File: config.mk
export PLATFORM = sky130hd
export DESIGN_NAME = date_text_to_day_number_core
export DESIGN_NICKNAME = d
export VERILOG_FILES = /design/src/rtl/dtdn_pkg.sv /design/src/rtl/dtdn_front.sv /design/src/rtl/dtdn_queue.sv /design/src/rtl/dtdn_back.sv /design/src/rtl/date_text_to_day_number_core.sv
export SDC_FILE = /design/constraint.sdc
export NUM_CORES = 1
export LEC_CHECK = 0
export BUFFER_PORTS_ARGS = -buffer_cell sky130_fd_sc_hd__buf_2
export CAP_MARGIN = 5
export CORE_MARGIN = 4
export CORE_UTILIZATION = 56
export CTS_BUF_LIST = sky130_fd_sc_hd__clkbuf_4
export CTS_CLUSTER_DIAMETER = 30
export CTS_CLUSTER_SIZE = 25
export DETAILED_ROUTE_END_ITERATION = 12
export GPL_ROUTABILITY_DRIVEN = 0
export PLACE_DENSITY = 0.76
export REMOVE_ABC_BUFFERS = 1
export SKIP_LAST_GASP = 1
export SYNTH_ARGS = -nofsm -noshare
export SYNTH_HDL_FRONTEND = slang
export SYNTH_SLANG_ARGS = --single-unit
export TNS_END_PERCENT = 10
File: constraint.sdc
create_clock -name clk -period 11.75 [get_ports clk]
set_input_delay 1.7625 -clock clk [delete_from_list [all_inputs] [get_ports clk]]
set_output_delay 1.7625 -clock clk [all_outputs]
set_load 0.005 [all_outputs]
File: src/rtl/dtdn_pkg.sv
// ---------------------------------------------------------------------------
// dtdn_pkg: shared types and constants for the date text converter
// Word types for both channels, the parsed-date record that crosses the
// queue, character codes, range limits and the calendar tables.
// ---------------------------------------------------------------------------
`default_nettype none

package dtdn_pkg;

  // One character word of the date text.
  typedef struct packed {
    logic [7:0] ch;
    logic       last;
  } in_word_t;

  // One converted result word.
  typedef struct packed {
    logic signed [22:0] day_number;
    logic               valid_res;
  } out_word_t;

  // A fully parsed text, handed from the parser to the converter.
  typedef struct packed {
    logic [6:0]  day;
    logic [6:0]  month;
    logic [16:0] year;
    logic        text_ok;
  } date_rec_t;

  // Queue status seen by its neighbours.
  typedef struct packed {
    logic full;
    logic nonempty;
  } queue_status_t;

  localparam int QUEUE_DEPTH = 4;

  localparam logic [7:0] CH_SLASH = 8'h2F;
  localparam logic [7:0] CH_DASH  = 8'h2D;
  localparam logic [7:0] CH_ZERO  = 8'h30;
  localparam logic [7:0] CH_NINE  = 8'h39;

  localparam logic [16:0] DAY_SAT   = 17'd127;
  localparam logic [16:0] MONTH_SAT = 17'd127;
  localparam logic [16:0] YEAR_SAT  = 17'd131071;
  localparam logic [16:0] MAX_YEAR  = 17'd9999;

  // floor(2^20 / 25); the quotient estimate is low by at most one.
  localparam logic [15:0] RECIP_25 = 16'd41943;

  // Append one decimal digit to an accumulator, saturating at sat.
  function automatic logic [16:0] push_digit(input logic [16:0] acc,
                                             input logic [3:0]  d,
                                             input logic [16:0] sat);
    logic [20:0] v;
    v = {4'b0, acc} * 21'd10 + {17'b0, d};
    return (v > {4'b0, sat}) ? sat : v[16:0];
  endfunction

  // Days in the year before the first of month m (1..12).
  function automatic logic [8:0] days_before(input logic [3:0] m);
    logic [8:0] r;
    unique case (m)
      4'd1:    r = 9'd0;
      4'd2:    r = 9'd31;
      4'd3:    r = 9'd59;
      4'd4:    r = 9'd90;
      4'd5:    r = 9'd120;
      4'd6:    r = 9'd151;
      4'd7:    r = 9'd181;
      4'd8:    r = 9'd212;
      4'd9:    r = 9'd243;
      4'd10:   r = 9'd273;
      4'd11:   r = 9'd304;
      4'd12:   r = 9'd334;
      default: r = 9'd0;
    endcase
    return r;
  endfunction

  // Length of month m in a common year.
  function automatic logic [4:0] month_len(input logic [3:0] m);
    logic [4:0] r;
    unique case (m)
      4'd2:                     r = 5'd28;
      4'd4, 4'd6, 4'd9, 4'd11:  r = 5'd30;
      default:                  r = 5'd31;
    endcase
    return r;
  endfunction

endpackage

`default_nettype wire

File: src/rtl/dtdn_front.sv
// ---------------------------------------------------------------------------
// dtdn_front: character parser
// Tracks the day, month and year fields one character a cycle while fire is
// high, and emits a parsed-date record when a text's final character is taken.
// ---------------------------------------------------------------------------
`default_nettype none

module dtdn_front (
  input  wire logic                clk,
  input  wire logic                rst,
  input  wire logic                fire,
  input  wire dtdn_pkg::in_word_t  word,
  output logic                     push,
  output dtdn_pkg::date_rec_t      rec
);

  localparam logic [1:0] PH_DAY   = 2'd0;
  localparam logic [1:0] PH_MONTH = 2'd1;
  localparam logic [1:0] PH_YEAR  = 2'd2;
  localparam logic [1:0] PH_TAIL  = 2'd3;

  logic [1:0]  phase, phase_next;
  logic [6:0]  day_acc, day_acc_next;
  logic [6:0]  month_acc, month_acc_next;
  logic [16:0] year_acc, year_acc_next;
  logic        digit_seen, digit_seen_next;
  logic        bad_text, bad_text_next;

  logic       is_digit;
  logic       is_sep;
  logic [3:0] dv;

  assign is_digit = (word.ch >= dtdn_pkg::CH_ZERO) && (word.ch <= dtdn_pkg::CH_NINE);
  assign is_sep   = (word.ch == dtdn_pkg::CH_SLASH) || (word.ch == dtdn_pkg::CH_DASH);
  assign dv       = is_digit ? word.ch[3:0] : 4'd0;

  always_comb begin
    phase_next      = phase;
    day_acc_next    = day_acc;
    month_acc_next  = month_acc;
    year_acc_next   = year_acc;
    digit_seen_next = digit_seen;
    bad_text_next   = bad_text;
    if (!bad_text && phase != PH_TAIL) begin
      if (is_digit) begin
        unique case (phase)
          PH_DAY: begin
            day_acc_next = 7'(dtdn_pkg::push_digit({10'b0, day_acc}, dv, dtdn_pkg::DAY_SAT));
          end
          PH_MONTH: begin
            month_acc_next = 7'(dtdn_pkg::push_digit({10'b0, month_acc}, dv,
                                                     dtdn_pkg::MONTH_SAT));
          end
          default: begin
            year_acc_next = dtdn_pkg::push_digit(year_acc, dv, dtdn_pkg::YEAR_SAT);
          end
        endcase
        digit_seen_next = 1'b1;
      end else if (!digit_seen) begin
        bad_text_next = 1'b1;
      end else if (phase == PH_YEAR) begin
        phase_next      = PH_TAIL;
        digit_seen_next = 1'b0;
      end else if (is_sep) begin
        phase_next      = phase + 2'd1;
        digit_seen_next = 1'b0;
      end else begin
        bad_text_next = 1'b1;
      end
    end
  end

  assign push        = fire && word.last;
  assign rec.day     = day_acc_next;
  assign rec.month   = month_acc_next;
  assign rec.year    = year_acc_next;
  assign rec.text_ok = !bad_text_next &&
                       (phase_next == PH_TAIL || (phase_next == PH_YEAR && digit_seen_next));

  always_ff @(posedge clk) begin
    if (rst || push) begin
      phase      <= PH_DAY;
      day_acc    <= 7'd0;
      month_acc  <= 7'd0;
      year_acc   <= 17'd0;
      digit_seen <= 1'b0;
      bad_text   <= 1'b0;
    end else if (fire) begin
      phase      <= phase_next;
      day_acc    <= day_acc_next;
      month_acc  <= month_acc_next;
      year_acc   <= year_acc_next;
      digit_seen <= digit_seen_next;
      bad_text   <= bad_text_next;
    end
  end

  // The parser is back in its starting state after every final character.
  a_restart: assert property (@(posedge clk) disable iff (rst)
    push |=> (phase == PH_DAY && !digit_seen && !bad_text && day_acc == 7'd0 &&
              month_acc == 7'd0 && year_acc == 17'd0))
    else $error("parser did not restart after final character");

endmodule

`default_nettype wire

File: src/rtl/dtdn_queue.sv
// ---------------------------------------------------------------------------
// dtdn_queue: parsed-date queue
// A short first-in first-out buffer of parsed records between the parser
// and the converter.
// ---------------------------------------------------------------------------
`default_nettype none

module dtdn_queue #(
  parameter int DEPTH = dtdn_pkg::QUEUE_DEPTH
) (
  input  wire logic                 clk,
  input  wire logic                 rst,
  input  wire logic                 push,
  input  wire dtdn_pkg::date_rec_t  push_rec,
  input  wire logic                 pop,
  output dtdn_pkg::date_rec_t       head,
  output dtdn_pkg::queue_status_t   status
);

  localparam int PTR_W = (DEPTH > 1) ? $clog2(DEPTH) : 1;
  localparam int CNT_W = $clog2(DEPTH + 1);
  localparam logic [PTR_W-1:0] LAST_PTR = PTR_W'(DEPTH - 1);
  localparam logic [CNT_W-1:0] FULL_CNT = CNT_W'(DEPTH);

  dtdn_pkg::date_rec_t entries [DEPTH];
  logic [PTR_W-1:0] wr_ptr;
  logic [PTR_W-1:0] rd_ptr;
  logic [CNT_W-1:0] count;

  assign head            = entries[rd_ptr];
  assign status.full     = (count == FULL_CNT);
  assign status.nonempty = (count != '0);

  always_ff @(posedge clk) begin
    if (push) begin
      entries[wr_ptr] <= push_rec;
    end
  end

  always_ff @(posedge clk) begin
    if (rst) begin
      wr_ptr <= '0;
      rd_ptr <= '0;
      count  <= '0;
    end else begin
      if (push) begin
        wr_ptr <= (wr_ptr == LAST_PTR) ? '0 : wr_ptr + PTR_W'(1);
      end
      if (pop) begin
        rd_ptr <= (rd_ptr == LAST_PTR) ? '0 : rd_ptr + PTR_W'(1);
      end
      if (push && !pop) begin
        count <= count + CNT_W'(1);
      end else if (pop && !push) begin
        count <= count - CNT_W'(1);
      end
    end
  end

  a_no_overflow: assert property (@(posedge clk) disable iff (rst)
    !(push && status.full))
    else $error("queue written while full");

  a_no_underflow: assert property (@(posedge clk) disable iff (rst)
    !(pop && !status.nonempty))
    else $error("queue read while empty");

  a_count_bound: assert property (@(posedge clk) disable iff (rst)
    count <= FULL_CNT)
    else $error("queue count beyond depth");

endmodule

`default_nettype wire

File: src/rtl/dtdn_back.sv
// ---------------------------------------------------------------------------
// dtdn_back: date to day number converter
// Three-stage pipeline: year quotient estimate, calendar checks and day of
// year, then the final sum into the output register.
// ---------------------------------------------------------------------------
`default_nettype none

module dtdn_back (
  input  wire logic                  clk,
  input  wire logic                  rst,
  input  wire dtdn_pkg::date_rec_t   head,
  input  wire dtdn_pkg::queue_status_t qstat,
  output logic                       pop,
  output logic                       res_valid,
  input  wire logic                  res_stall,
  output dtdn_pkg::out_word_t        res_word
);

  logic adv;

  // Stage 1 registers.
  logic        v1;
  logic [6:0]  s1_day;
  logic [3:0]  s1_month;
  logic        s1_ok;
  logic        s1_yzero;
  logic [16:0] s1_p;
  logic [10:0] s1_qest;

  // Stage 2 registers.
  logic        v2;
  logic        s2_ok;
  logic        s2_yzero;
  logic [8:0]  s2_doy;
  logic [25:0] s2_p365;
  logic [14:0] s2_q4;
  logic [10:0] s2_q100;
  logic [8:0]  s2_q400;

  // Stage 1 logic.
  logic [16:0] p;
  logic [30:0] prod;
  logic        m_ok;

  // Stage 2 logic.
  logic [15:0] rem_raw;
  logic        corr;
  logic [10:0] q25;
  logic [4:0]  rem25;
  logic        div4, c100, c400, leap;
  logic [4:0]  dim;
  logic        day_ok;
  logic [8:0]  doy;

  // Stage 3 logic.
  logic [26:0] sum;
  logic [26:0] n;

  // The whole pipeline moves whenever the output register is free.
  assign adv = !res_valid || !res_stall;
  assign pop = adv && qstat.nonempty;

  assign p    = head.year - 17'd1;
  assign prod = {16'b0, p[16:2]} * {15'b0, dtdn_pkg::RECIP_25};
  assign m_ok = (head.month >= 7'd1) && (head.month <= 7'd12);

  always_ff @(posedge clk) begin
    if (adv) begin
      s1_day   <= head.day;
      s1_month <= head.month[3:0];
      s1_ok    <= head.text_ok && m_ok && (head.year <= dtdn_pkg::MAX_YEAR);
      s1_yzero <= (head.year == 17'd0);
      s1_p     <= p;
      s1_qest  <= prod[30:20];
    end
  end

  always_comb begin
    rem_raw = {1'b0, s1_p[16:2]} - ({5'b0, s1_qest} * 16'd25);
    corr    = (rem_raw >= 16'd25);
    q25     = s1_qest + {10'b0, corr};
    rem25   = corr ? 5'(rem_raw - 16'd25) : rem_raw[4:0];
    // y = p + 1, so y is a multiple of 4, 100 or 400 when p leaves 3, 99 or 399.
    div4    = (s1_p[1:0] == 2'b11);
    c100    = div4 && (rem25 == 5'd24);
    c400    = c100 && (q25[1:0] == 2'b11);
    leap    = s1_yzero || (div4 && (!c100 || c400));
    dim     = (s1_month == 4'd2) ? (leap ? 5'd29 : 5'd28) : dtdn_pkg::month_len(s1_month);
    day_ok  = (s1_day != 7'd0) && (s1_day <= {2'b0, dim});
    doy     = dtdn_pkg::days_before(s1_month) + {2'b0, s1_day} +
              {8'b0, leap && (s1_month > 4'd2)};
  end

  always_ff @(posedge clk) begin
    if (adv) begin
      s2_ok    <= s1_ok && day_ok;
      s2_yzero <= s1_yzero;
      s2_doy   <= doy;
      s2_p365  <= 26'({9'b0, s1_p} * 26'd365);
      s2_q4    <= s1_p[16:2];
      s2_q100  <= q25;
      s2_q400  <= q25[10:2];
    end
  end

  always_comb begin
    sum = {1'b0, s2_p365} + {12'b0, s2_q4} - {16'b0, s2_q100} + {18'b0, s2_q400} +
          {18'b0, s2_doy};
    n   = s2_yzero ? ({18'b0, s2_doy} - 27'd365) : sum;
  end

  always_ff @(posedge clk) begin
    if (adv) begin
      res_word.day_number <= s2_ok ? n[22:0] : 23'sd0;
      res_word.valid_res  <= s2_ok;
    end
  end

  always_ff @(posedge clk) begin
    if (rst) begin
      v1        <= 1'b0;
      v2        <= 1'b0;
      res_valid <= 1'b0;
    end else if (adv) begin
      v1        <= qstat.nonempty;
      v2        <= v1;
      res_valid <= v2;
    end
  end

  a_invalid_zero: assert property (@(posedge clk) disable iff (rst)
    (res_valid && !res_word.valid_res) |-> (res_word.day_number == 23'sd0))
    else $error("invalid result carries a non-zero day number");

  a_pop_flow: assert property (@(posedge clk) disable iff (rst)
    pop |=> v1)
    else $error("record taken from queue did not enter the pipeline");

endmodule

`default_nettype wire

File: src/rtl/date_text_to_day_number_core.sv
// ---------------------------------------------------------------------------
// date_text_to_day_number_core: date text to serial day number
// Parses day-month-year text one character a word and converts each complete
// text into a proleptic Gregorian serial day number with a valid flag.
// ---------------------------------------------------------------------------
//
//   Channel   Direction  Word type    Handshake             Words
//   char      in         in_word_t    char_valid/char_stall one per character
//   res       out        out_word_t   res_valid/res_stall   one per final char
//
// One character word is taken every cycle while char_stall is low.
// A result word follows its final character through the parsed-date queue
// and then the three-stage conversion pipeline.
// Reset empties the queue and the pipeline and returns the parser to the
// day field with cleared accumulators.
// res_stall freezes the conversion pipeline while res_valid is high; the
// queue holds up to QUEUE_DEPTH parsed texts meanwhile, and char_stall is
// raised only when it is full, so characters that do not end a text are
// never held up by it until then.
// ---------------------------------------------------------------------------
`default_nettype none

module date_text_to_day_number_core #(
  parameter int QUEUE_DEPTH = dtdn_pkg::QUEUE_DEPTH
) (
  input  wire logic                clk,
  input  wire logic                rst,
  input  wire logic                char_valid,
  output logic                     char_stall,
  input  wire dtdn_pkg::in_word_t  char_word,
  output logic                     res_valid,
  input  wire logic                res_stall,
  output dtdn_pkg::out_word_t      res_word
);

  logic                    fire;
  logic                    push;
  logic                    pop;
  dtdn_pkg::date_rec_t     push_rec;
  dtdn_pkg::date_rec_t     head;
  dtdn_pkg::queue_status_t qstat;

  // The parser stalls only when there is nowhere to put a finished text.
  assign char_stall = qstat.full;
  assign fire       = char_valid && !char_stall;

  // Front: character parser, one word a cycle while char_stall is low.
  dtdn_front u_front (
    .clk  (clk),
    .rst  (rst),
    .fire (fire),
    .word (char_word),
    .push (push),
    .rec  (push_rec)
  );

  // Queue of parsed dates decoupling the parser from the converter.
  dtdn_queue #(
    .DEPTH (QUEUE_DEPTH)
  ) u_queue (
    .clk      (clk),
    .rst      (rst),
    .push     (push),
    .push_rec (push_rec),
    .pop      (pop),
    .head     (head),
    .status   (qstat)
  );

  // Back: calendar checks and day number arithmetic.
  dtdn_back u_back (
    .clk       (clk),
    .rst       (rst),
    .head      (head),
    .qstat     (qstat),
    .pop       (pop),
    .res_valid (res_valid),
    .res_stall (res_stall),
    .res_word  (res_word)
  );

endmodule

`default_nettype wire
==> Word-level counts from Yosys, hierarchy flattened <==
Memory sizes are Yosys's and may differ from the RTL's. A register that Yosys moved wholly into a read port is not among the register bits.
Index checks and enable logic that the tools add are counted.
{ "word_totals": {"mem_bits_rw": 128, "word_cells": 164, "mem_bits_ro": 144, "mem_count": 2, "output_inout_bits": 26, "reg_bits": 179, "inputBits": 13} }
{ "op_classes": {"n_mux": 42, "addsub": 19, "order_cmp": 11, "multipliers": 6, "reduce_logical": 39, "eq_ne": 18} }
{ "memory_table": {"columns": ["name", "depth", "word_bits", "rd", "rd_ports_with_merged_regs", "wr", "line", "text"], "rows": [
  ["(name not given)", 16, 9, 1, 1, 0, "dtdn_pkg.sv:63", "unique case (m)"],
  ["u_queue.entries", 4, 32, 1, 1, 1, "dtdn_queue.sv:25", "dtdn_pkg::date_rec_t entries [DEPTH];"]
]} }
{ "ops": {"columns": ["cell", "n"], "rows": [
  ["17-bit 2-to-1 mux", 4],
  ["7-bit 2-to-1 mux", 8],
  ["23-bit by 9-bit adder with 23-bit output", 2],
  ["15-bit by 16-bit multiplier with 31-bit output, second input constant", 1],
  ["11-bit by 4-bit adder with 12-bit output", 2],
  ["12-bit by 7-bit greater-than comparator with 1-bit output, second input constant", 2],
  ["23-bit by 15-bit adder with 23-bit output", 1],
  ["17-bit by 9-bit multiplier with 23-bit output, second input constant", 1],
  ["23-bit 2-to-1 mux", 1],
  ["23-bit by 11-bit subtractor with 23-bit output", 1],
  ["21-bit by 4-bit adder with 21-bit output", 1],
  ["21-bit by 17-bit greater-than comparator with 1-bit output, second input constant", 1],
  ["17-bit by 3-bit multiplier with 20-bit output, second input constant", 1],
  ["7-bit by 3-bit multiplier with 10-bit output, second input constant", 2],
  ["1-bit logical AND", 18],
  ["2-bit 2-to-1 mux", 9],
  ["17-bit by 14-bit less-or-equal comparator with 1-bit output, second input constant", 1],
  ["17-bit zero test", 1],
  ["17-bit by 1-bit subtractor with 17-bit output, second input constant", 1],
  ["8-bit by 6-bit equality test with 1-bit output, second input constant", 2],
  ["16-bit by 5-bit >= comparator with 1-bit output, second input constant", 1],
  ["11-bit by 5-bit multiplier with 16-bit output, second input constant", 1],
  ["15-bit by 16-bit subtractor with 16-bit output", 1],
  ["2-bit equality test, second input constant", 7],
  ["other kinds (33)", 65]
]} }

==> Longest topological paths before layout <==
Gate-level depths: netlist of run 1.
{ "depth": {"ltp_word": 15, "depth_mapped": 33} }

==> Modules after synthesis <==
Synthesis of run 1 repeated with hierarchy kept, for this count alone.
{ "unflattened": {"hier_cells": 2311, "hier_area_um2": 25779.7} }
{ "modules_own_cells": {"columns": ["mod", "cells_each", "seq_area_each_um2", "n_inst", "area_each_um2"], "rows": [
  ["dtdn_back", 1596, 3993.8, 1, 16572.1],
  ["dtdn_queue", 211, 4023.9, 1, 5099.9],
  ["dtdn_front", 503, 700.7, 1, 4093.9],
  ["date_text_to_day_number_core", 1, 0.0, 1, 13.8]
]} }

==> Least setup slack after synthesis of run 1 <==
Ideal clock, no wire load.
{ "synth_path": {"path_type": "register to register", "start": "reg with a tool-made name", "end": "reg u_back.s1_qest[10] (data pin)", "synth_period_minus_slack_ns": 8.209, "arrival_ns": 7.950, "path_stages_with_launch": 26, "path_slack_ns": 3.541, "required_ns": 11.490, "path_cell_list": "dfxtp_1 buf_2 buf_4 mux4_2 nor2_1 nand2_1 or3_1 or4_1 xnor2_1 fa_1 fa_1 fa_1 inv_1 fa_1 fa_1 fa_1 ha_1 a22oi_1 o211ai_1 a31oi_1 o211ai_1 a31oi_1 o21ai_0 o41a_1 a21oi_1 xnor2_1"} }
{ "synth_rtl": {"columns": ["element", "line", "text"], "rows": [
  ["end signal, assigned", "dtdn_back.sv:74", "s1_qest <= prod[30:20];"],
  ["end, declared", "dtdn_back.sv:28", "logic [10:0] s1_qest;"]
]} }

==> impl_metrics.csv, run 1 <==
group,metric,value,unit
status,status,"complete, no violations",
synth,ys_top_cells_by_area,"edfxtp_1 (30%), ha_1 (18%), fa_1 (15%), inv_1 (6.4%), dfxtp_1 (4.5%)",
timing,maxSlewViolCount,0,
clock_network,postCtsSetupRepairBufs,0,
synth,yosys.area.top_type,"edfxtp_1",
die,row_count,77,
critical_path,path_buf_inv,2,
critical_path,endpoint_kind,"flop",
timing,max_slew_margin,0.2061,
grt,grt_use_met1,0.2629,
drt,wl,49980,um
timing,rsz0062_at_grt,"no",
grt,antenna_found_initial,2,
drt,dr.pass1.iters,5,
synth,synth_async_sr_flop_share,0,
drt,drc,0,
clock_network,cts_buffer_depth,3,
timing,setup_viol,0,
critical_path,max_stage_delay,930,ps
grt,grt_pass1_wl,83840,um
cells_and_area,nets,2926,
placement,dp_hpwl,39240,um
timing,worst_slew_pin_slew,1182,ps
clock_network,cts_resized,0,
synth,avgSynthCellArea,11.06,sq um
flow_run,max_cap_violations,0,
grt,grt_pass1_vias,17460,
clock_network,cts_root_buf,"clkbuf_4",
placement,place_area,0.02610,sq mm
drt,vias_per_cell,5.503,
cells_and_area,utilization,0.6113,
critical_path,path_cells,"buf_4 > mux4_2 > nor3_2 > nand2_1 > or3_1 > or4_1 > xnor2_1 > fa_1 > fa_1 > fa_1 > inv_1 > fa_1 > fa_1 > fa_1 > ha_1 > a22oi_1 > o211ai_1 > a31oi_1 > o211ai_1 > a31oi_1 > o21ai_0 > o41a_1 > a21oi_1 > xnor2_1",
synth,synthCells,2276,
clock_network,clkTransAtPathRegs,110,ps
grt,grt_overflow,0,
critical_path,cp.required,12290,ps
die,dieArea,0.04842,sq mm
critical_path,cpMaxStageDelayCell,"xnor2_1",
synth,synth.cell_area,0.02518,sq mm
clock_network,cts_tree,"done",
grt,grt_max_degree,74,
synth,ys.flop_type,"edfxtp_1",
die,io_pins,39,
critical_path,path_max_fanout,32,
cells_and_area,drive_gt1_frac,0.08766,
synth,synth_seq_cells,309,
cells_and_area,fin_area,0.02709,sq mm
timing,setup_tns,0,ps
timing,fmax,0.1063,GHz
clock_network,clock-sinks,309,
grt,met3_usage,0.02841,
grt,top_usage_layer,"met2",
clock_network,ctsHoldBuffers,0,
die,die_height,220.1,um
clock_network,insertion_delay,830,ps
synth,synth.distinct_cells,79,
die,fp.coreArea,0.04432,sq mm
synth,yosysWarnings,0,
grt,grt_use_total,0.2136,
synth,synth-seq-area-share,0.3462,
die,start_util,0.5682,
critical_path,crit_path_start_kind,"flop",
synth,synth_edf_count,253,
timing,fin_worst_skew,41.98,ps
clock_network,htree_levels,2,
drt,wl_per_cell,16.66,um
drt,drt_iter0_markers,854,
synth,synth_top_area_share,0.3017,
critical_path,critPathKind,"flop to flop",
timing,layout_min_cycle_time,9407,ps
critical_path,crit_family,"adder cells",
drt,final_antenna_net_count,0,
clock_network,cts_made_buffers,59,
hold_path,min_path_type,"flop to flop",
drt,via_count,16510,
critical_path,arrival,9950,ps
grt,met2_usage,0.3834,
critical_path,crit_top_cell,"fa_1",
die,die_width,220.1,um
timing,min_period_over_period,0.8006,
timing,finalHoldViolations,0,
cells_and_area,final_common_cell,"inv_1",
placement,port_buffers,38,
cells_and_area,layout_common_cells,"inv_1 (427), ha_1 (363), edfxtp_1 (253)",
cells_and_area,area_growth,7.577,%
-- worst min-delay path, delay by kind of cell, from the launching register on --
family / cells / cell delay (ps)
compound gates: 1 / 60
flops: 1 / 330
simple gates: 1 / 50
-- synth_stat cells (3+ instances only) --
| library cell | n |
|---|---|
| a211o_1 | 4 |
| a211oi_1 | 12 |
| a21boi_0 | 6 |
| a21o_1 | 21 |
| a21oi_1 | 110 |
| a31oi_1 | 11 |
| and2_1 | 22 |
| and3_1 | 17 |
| and4_1 | 6 |
| buf_1 | 3 |
| buf_2 | 3 |
| clkbuf_1 | 25 |
| dfxtp_1 | 56 |
| edfxtp_1 | 253 |
| fa_1 | 193 |
| ha_1 | 363 |
| inv_1 | 427 |
| mux2i_1 | 12 |
| mux4_2 | 28 |
| nand2_1 | 78 |
| nand2b_1 | 15 |
| nand3_1 | 22 |
| nand3b_1 | 10 |
| nand4_1 | 9 |
| nor2_1 | 119 |
| nor2b_1 | 25 |
| nor3_1 | 44 |
| nor3b_1 | 9 |
| nor4_1 | 3 |
| nor4b_1 | 6 |
| o2111ai_1 | 3 |
| o211ai_1 | 11 |
| o21a_1 | 15 |
| o21ai_0 | 107 |
| o21bai_1 | 10 |
| o31ai_1 | 3 |
| o32a_1 | 14 |
| or2_2 | 7 |
| or3_1 | 13 |
| or4_1 | 3 |
| xnor2_1 | 82 |
| xor2_1 | 50 |
-- per-layer routing --
layer,vias up,wire [um]
met5,-,13
met4,2,1526
met3,118,2181
met2,355,25390
met1,8033,20870
li1,8001,-
-- layout make-up --
type | count | area [sq um]
antenna | 1 | 2.502
clock buffer | 63 | 473.0
clock inverter | 48 | 515.5
fill | 3473 | 17230
inverter | 427 | 1603
multi-input combinational | 1507 | 14730
sequential | 309 | 8720
tap | 592 | 740.7
timing repair buffer | 53 | 302.8
-- stage by stage --
step | worst slack [ps] | hold slack (ps) | instances
after CTS | 2329 | 480.6 | 2999
after global placement | 2641 | 448.4 | 2888
final | 2343 | 477.6 | 3000
after global routing | 1789 | 514.5 | 3000
after floorplan | 2561 | 426.4 | 2243
after detailed placement | 2377 | 464.3 | 2888
-- registers in the layout (all words and copies together), names as in the netlist, 3 cells and up, named ones only --
signal / cells
u_back.s1_p: 17
u_back.s2_doy: 9
u_back.s2_q400: 9
u_back.res_word: 24
u_queue.count: 3
u_front.year_acc: 17
u_front.day_acc: 7
u_back.s1_month: 4
u_back.s2_p365: 23
u_back.s1_day: 7
u_back.s2_q4: 15
u_front.month_acc: 7
u_back.s1_qest: 11
u_queue.entries: 128
-- cells by family after synthesis --
logic type      synth area share
xor+xnor                 0.04591
simple gates             0.08511
fa+ha+maj                 0.3338
flops                     0.3462
buf+inv                  0.06916
compound gates           0.08839
mux                      0.03140
-- worst paths after layout --
check	end	slack, ps	cells past startpoint	from
worst max-delay path	u_back.s1_qest[10]	2340	24	flop
worst min-delay path	u_back.v2	480	2	u_back.v1
worst max register to register	u_back.s1_qest[10]	2340	24	flop
worst min register to register	u_back.v2	480	2	u_back.v1
Power of run 1 is not shown: default switching activity piles up to over one toggle a cycle in this logic, so the estimate is an artifact.
==> run 2, diff against run 1 <==
==> constraint.sdc (replaced) <==
create_clock -name clk -period 9.1 [get_ports clk]
set_input_delay 1.365 -clock clk [delete_from_list [all_inputs] [get_ports clk]]
set_output_delay 1.365 -clock clk [all_outputs]
set_load 0.005 [all_outputs]
==> run 2 against run 1 <==
  * First-iteration DRC count decreased by 4.1%
  * Critical endpoint unchanged
  * Clock-buffer cell count up 11
  * Non-clock buffer count increased by 9
  * Clock skew is 60 ps higher
  * Maximum frequency grew 11%
  * Highest routed layer is now met4
==> impl_metrics.csv, run 2 (synthesis gave the netlist of run 1 again) <==
group,metric,value,unit
hold_path,hp-start,"u_back.v1",
critical_path,arrival,9030,ps
critical_path,critPathKind,"flop to flop",
timing,fin_worst_skew,101.7,ps
grt,grt_use_total,0.2158,
timing,setup_tns,0,ps
critical_path,path_depth,23,
timing,maxSlewViolCount,0,
critical_path,rrSetupSlack,650,ps
cells_and_area,nets,2937,
critical_path,crit_path_start_kind,"flop",
clock_network,clkTransAtPathRegs,100,ps
critical_path,cp.required,9680,ps
timing,max_slew_margin,0.2647,
die,start_util,0.5682,
cells_and_area,layout_common_cells,"inv_1 (427), ha_1 (363), edfxtp_1 (253)",
drt,wl_per_cell,16.76,um
drt,vias_per_cell,5.532,
timing,setup_viol,0,
die,die_height,220.1,um
cells_and_area,largest_register_ff_count,128,
clock_network,cts_tree,"done",
critical_path,crit_top_cell,"fa_1",
critical_path,path_max_fanout,17,
grt,grt_overflow,0,
hold_path,whs_endpoint,"u_back.v2",
critical_path,timing.rr.end,"u_back.s1_qest[10]",
placement,dp_hpwl,39800,um
cells_and_area,top_register,"u_queue.entries",
timing,finalHoldViolations,0,
clock_network,cts_buffer_depth,3,
timing,worst_slew_pin_slew,1103,ps
clock_network,cts_root_buf,"clkbuf_4",
cells_and_area,area_growth,8.481,%
grt,grt_max_degree,76,
drt,wl,50490,um
critical_path,path_buf_inv,1,
grt,antenna_found_initial,1,
timing,min_period_over_period,0.9289,
die,die_width,220.1,um
die,io_pins,39,
critical_path,reg2reg_depth,23,
cells_and_area,reg_top3,"u_queue.entries x128, u_back.res_word x24, u_back.s2_p365 x23",
grt,grt_pass1_vias,17620,
critical_path,path_cells,"mux4_2 > nor3_2 > nand2_1 > or3_1 > or4_1 > xnor2_1 > buf_4 > fa_1 > fa_1 > fa_1 > fa_1 > fa_1 > fa_1 > ha_1 > a22oi_1 > o211ai_1 > a31oi_1 > o211ai_1 > a31oi_1 > o21ai_0 > o41a_1 > a21oi_1 > xnor2_1",
cells_and_area,drive_gt1_frac,0.09339,
drt,via_count,16670,
grt,grt_pass1_wl,84420,um
clock_network,cts_made_buffers,61,
placement,port_buffers,38,
die,row_count,77,
cells_and_area,final_common_cell,"inv_1",
drt,drc,0,
critical_path,crit_family,"adder cells",
timing,fmax,0.1183,GHz
clock_network,htree_levels,2,
clock_network,insertion_delay,830,ps
critical_path,endpoint_kind,"flop",
critical_path,max_stage_delay,620,ps
clock_network,clock-sinks,309,
die,dieArea,0.04842,sq mm
drt,drt_iter0_markers,819,
clock_network,ctsHoldBuffers,0,
drt,dr.pass1.iters,7,
flow_run,max_cap_violations,0,
timing,layout_min_cycle_time,8453,ps
die,fp.coreArea,0.04432,sq mm
placement,dpl.cell_count,2896,
critical_path,cpMaxStageDelayCell,"mux4_2",
drt,final_antenna_net_count,0,
timing,rsz0062_at_grt,"no",
cells_and_area,final_cells,3013,
hold_path,min_path_type,"flop to flop",
status,status,"complete, no violations",
hold_path,hold_depth,2,
==> run 2: cell count changes in the layout (fill, tap and decap cells not counted), moves of 3 or more <==
cell / delta
buf_4: +8
clkbuf_4: +11
inv_6: -3
inv_8: -5
bufinv_16: +7
==> run 2: timing repair <==
item,CTS,global route
gates resized for setup,0,1
hold endpoints to repair,0,0
endpoints found under the setup margin,0,1
setup buffers,0,0
==> run 2: area by class of cell <==
type	instances	area, sq um
Antenna cell	1	2.502
Clock buffer	74	555.5
Clock inverter	41	593.1
Fill cell	3517	17000
Inverter	427	1603
Multi-Input combinational cell	1507	14730
Sequential cell	309	8722
Tap cell	592	740.7
Timing Repair Buffer	62	367.9
==> run 2: metal layers <==
metal	up-vias	routed length (um)	GRT usage
met5	-	0	0
met4	0	1678	0.07934
met3	121	2434	0.03502
met2	410	25480	0.3844
met1	8100	20890	0.2647
li1	8038	-	-
==> run 2: how the worst max path moves through the flow <==
| stage | from | endpoint | slack [ps] |
|---|---|---|---|
| after floorplan | flop | u_back.s1_qest[10] | -90 |
| after global placement | flop | u_back.s1_qest[10] | 660 |
| after detailed placement | flop | u_back.s1_qest[10] | 420 |
| after CTS | flop | u_back.s1_qest[10] | 420 |
| after global routing | flop | u_back.s1_qest[10] | 180 |
| final | flop | u_back.s1_qest[10] | 650 |
==> run 2: worst reg2reg max path, stage by stage (launching register included) <==
cell	delay, ps
dfxtp_4	560
mux4_2	630
nor3_2	310
nand2_1	150
or3_1	370
or4_1	530
xnor2_1	140
buf_4	190
fa_1	490
fa_1	530
fa_1	530
fa_1	530
fa_1	470
fa_1	470
ha_1	350
a22oi_1	170
o211ai_1	130
a31oi_1	230
o211ai_1	190
a31oi_1	350
o21ai_0	250
o41a_1	390
a21oi_1	190
xnor2_1	90
==> run 2: through the flow <==
stage          setup slack [ps]  instance area (sq um)  hold WS, ps  utilization
6_report                  646.9                  27320        497.5       0.6164
2_1_floorplan            -89.32                  25040        426.4            -
5_1_grt                   175.0                  27320        531.2       0.6164
4_1_cts                   423.9                  27310        495.4       0.6162
3_5_place_dp              423.9                  26160        472.8       0.5903
3_3_place_gp              664.5                  26160        444.3       0.5903
Power of run 2 is left out for the same reason.
==> run 3, diff against run 2 <==
--- a/config.mk
+++ b/config.mk
@@ -8,13 +8,13 @@
 export BUFFER_PORTS_ARGS = -buffer_cell sky130_fd_sc_hd__buf_2
 export CAP_MARGIN = 5
 export CORE_MARGIN = 4
-export CORE_UTILIZATION = 56
+export CORE_UTILIZATION = 67
 export CTS_BUF_LIST = sky130_fd_sc_hd__clkbuf_4
 export CTS_CLUSTER_DIAMETER = 30
 export CTS_CLUSTER_SIZE = 25
 export DETAILED_ROUTE_END_ITERATION = 12
 export GPL_ROUTABILITY_DRIVEN = 0
-export PLACE_DENSITY = 0.76
+export PLACE_DENSITY = 0.84
 export REMOVE_ABC_BUFFERS = 1
 export SKIP_LAST_GASP = 1
 export SYNTH_ARGS = -nofsm -noshare
==> run 3 against run 2 <==
  * Maximum frequency down 1.3%
  * Clock-buffer cell count down 13
  * Flip-flop and latch count unchanged
  * Global-route usage up 4.9 points
  * Via count up 2.2%
  * Register-to-register slack worse by 110 ps
  * Worst setup slack worse by 110 ps
  * Design area down 0.99%
  * Clock skew down 62 ps
  * Utilization up 12 points
  * Cell count down 3.3%
==> impl_metrics.csv, run 3 (synthesis gave the netlist of run 1 again) <==
group,metric,value,unit
timing,fin_worst_skew,39.84,ps
clock_network,cts_root_buf,"clkbuf_4",
timing,min_period_over_period,0.9409,
hold_path,hp-start,"u_back.v1",
grt,grt_max_degree,69,
clock_network,postCtsSetupRepairBufs,0,
timing,worst_slew_pin_slew,1265,ps
cells_and_area,area_growth,7.403,%
cells_and_area,top_register,"u_queue.entries",
timing,setup_tns,0,ps
hold_path,min_path_type,"flop to flop",
die,dieArea,0.04075,sq mm
clock_network,cts_tree,"done",
placement,port_buffers,38,
flow_run,max_cap_violations,0,
timing,fmax,0.1168,GHz
critical_path,cpMaxStageDelayCell,"mux4_2",
cells_and_area,fin_area,0.02705,sq mm
drt,wl,52670,um
critical_path,path_max_fanout,17,
grt,grt_pass1_wl,88250,um
grt,grt_use_total,0.2646,
grt,grt_overflow,0,
die,die_width,201.9,um
critical_path,cp.required,9620,ps
critical_path,path_buf_inv,1,
clock_network,clkTransAtPathRegs,100,ps
critical_path,crit_path_start_kind,"flop",
cells_and_area,final_common_cell,"inv_1",
die,start_util,0.6829,
cells_and_area,reg_top3,"u_queue.entries x128, u_back.res_word x24, u_back.s2_p365 x23",
drt,via_count,17030,
cells_and_area,layout_common_cells,"inv_1 (427), ha_1 (363), edfxtp_1 (253)",
critical_path,crit_top_cell,"fa_1",
clock_network,cts_made_buffers,55,
clock_network,clock-sinks,309,
timing,maxSlewViolCount,0,
drt,vias_per_cell,5.843,
critical_path,max_stage_delay,620,ps
die,row_count,70,
cells_and_area,drive_gt1_frac,0.08800,
drt,wl_per_cell,18.07,um
die,fp.coreArea,0.03687,sq mm
timing,setup_viol,0,
die,io_pins,39,
cells_and_area,nets,2933,
cells_and_area,utilization,0.7335,
placement,dp_hpwl,41180,um
timing,max_slew_margin,0.1543,
clock_network,htree_levels,2,
critical_path,arrival,9080,ps
drt,final_antenna_net_count,0,
cells_and_area,largest_register_ff_count,128,
drt,drt_iter0_markers,966,
drt,drc,0,
clock_network,cts_buffer_depth,3,
critical_path,endpoint_kind,"flop",
timing,layout_min_cycle_time,8562,ps
critical_path,critPathKind,"flop to flop",
die,die_height,201.9,um
drt,dr.pass1.iters,6,
grt,grt_pass1_vias,18380,
grt,antenna_found_initial,2,
critical_path,path_cells,"mux4_2 > nor3_2 > nand2_1 > or3_1 > or4_1 > xnor2_1 > buf_4 > fa_1 > fa_1 > fa_1 > fa_1 > fa_1 > fa_1 > ha_1 > nand4_1 > a2111oi_0 > a31oi_1 > o211ai_1 > a31oi_1 > o21ai_0 > o41a_1 > a21oi_1 > xnor2_1",
critical_path,crit_family,"adder cells",
clock_network,insertion_delay,800,ps
timing,rsz0062_at_grt,"no",
timing,finalHoldViolations,0,
placement,place_area,0.02607,sq mm
status,status,"complete, no violations",
run 3: routing by layer:
metal,GRT usage,vias to the layer above,wire (um)
li1,-,8036,-
met1,0.3158,8334,20670
met2,0.4781,498,27220
met3,0.04155,165,2547
met4,0.1104,0,2235
met5,0,-,0
run 3: worst register-to-register path: cells and delay by family, from the launching register on:
kind,cells,cell delay (ps)
mux,1,630
buf+inv,1,190
flops,1,570
xor+xnor,2,270
fa+ha+maj,7,3360
simple gates,5,1570
compound gates,7,1730
run 3: worst paths after layout:
| check | end | slack (ps) | cells after the start |
|---|---|---|---|
| worst min register to register | u_back.v2 | 470 | 2 |
| worst min-delay path | u_back.v2 | 470 | 2 |
| worst max-delay path | u_back.s1_qest[10] | 540 | 23 |
| worst max register to register | u_back.s1_qest[10] | 540 | 23 |
run 3: per-stage QoR:
step / setup WS, ps / cells / hold WS [ps]
final: 537.5 / 2915 / 473.6
after global routing: 119.9 / 2915 / 509.1
after CTS: 389.0 / 2913 / 476.1
after detailed placement: 438.0 / 2811 / 468.2
after global placement: 654.1 / 2811 / 450.2
after floorplan: -89.32 / 2243 / 426.4
run 3: area by class of cell:
cell class | count | area (sq um)
Sequential cell | 309 | 8722
Tap cell | 504 | 630.6
Clock buffer | 61 | 457.9
Inverter | 427 | 1603
Fill cell | 2431 | 9827
Multi-Input combinational cell | 1507 | 14730
Timing Repair Buffer | 64 | 385.4
Clock inverter | 41 | 509.2
Antenna cell | 2 | 5.005
run 3: timing repair:
item                                    4_1_cts  5_1_grt
endpoints found under the setup margin        0        1
hold buffers                                  0        0
endpoints found under the hold margin         0        0
gates resized for setup                       0        1
Power of run 3 is left out for the same reason.
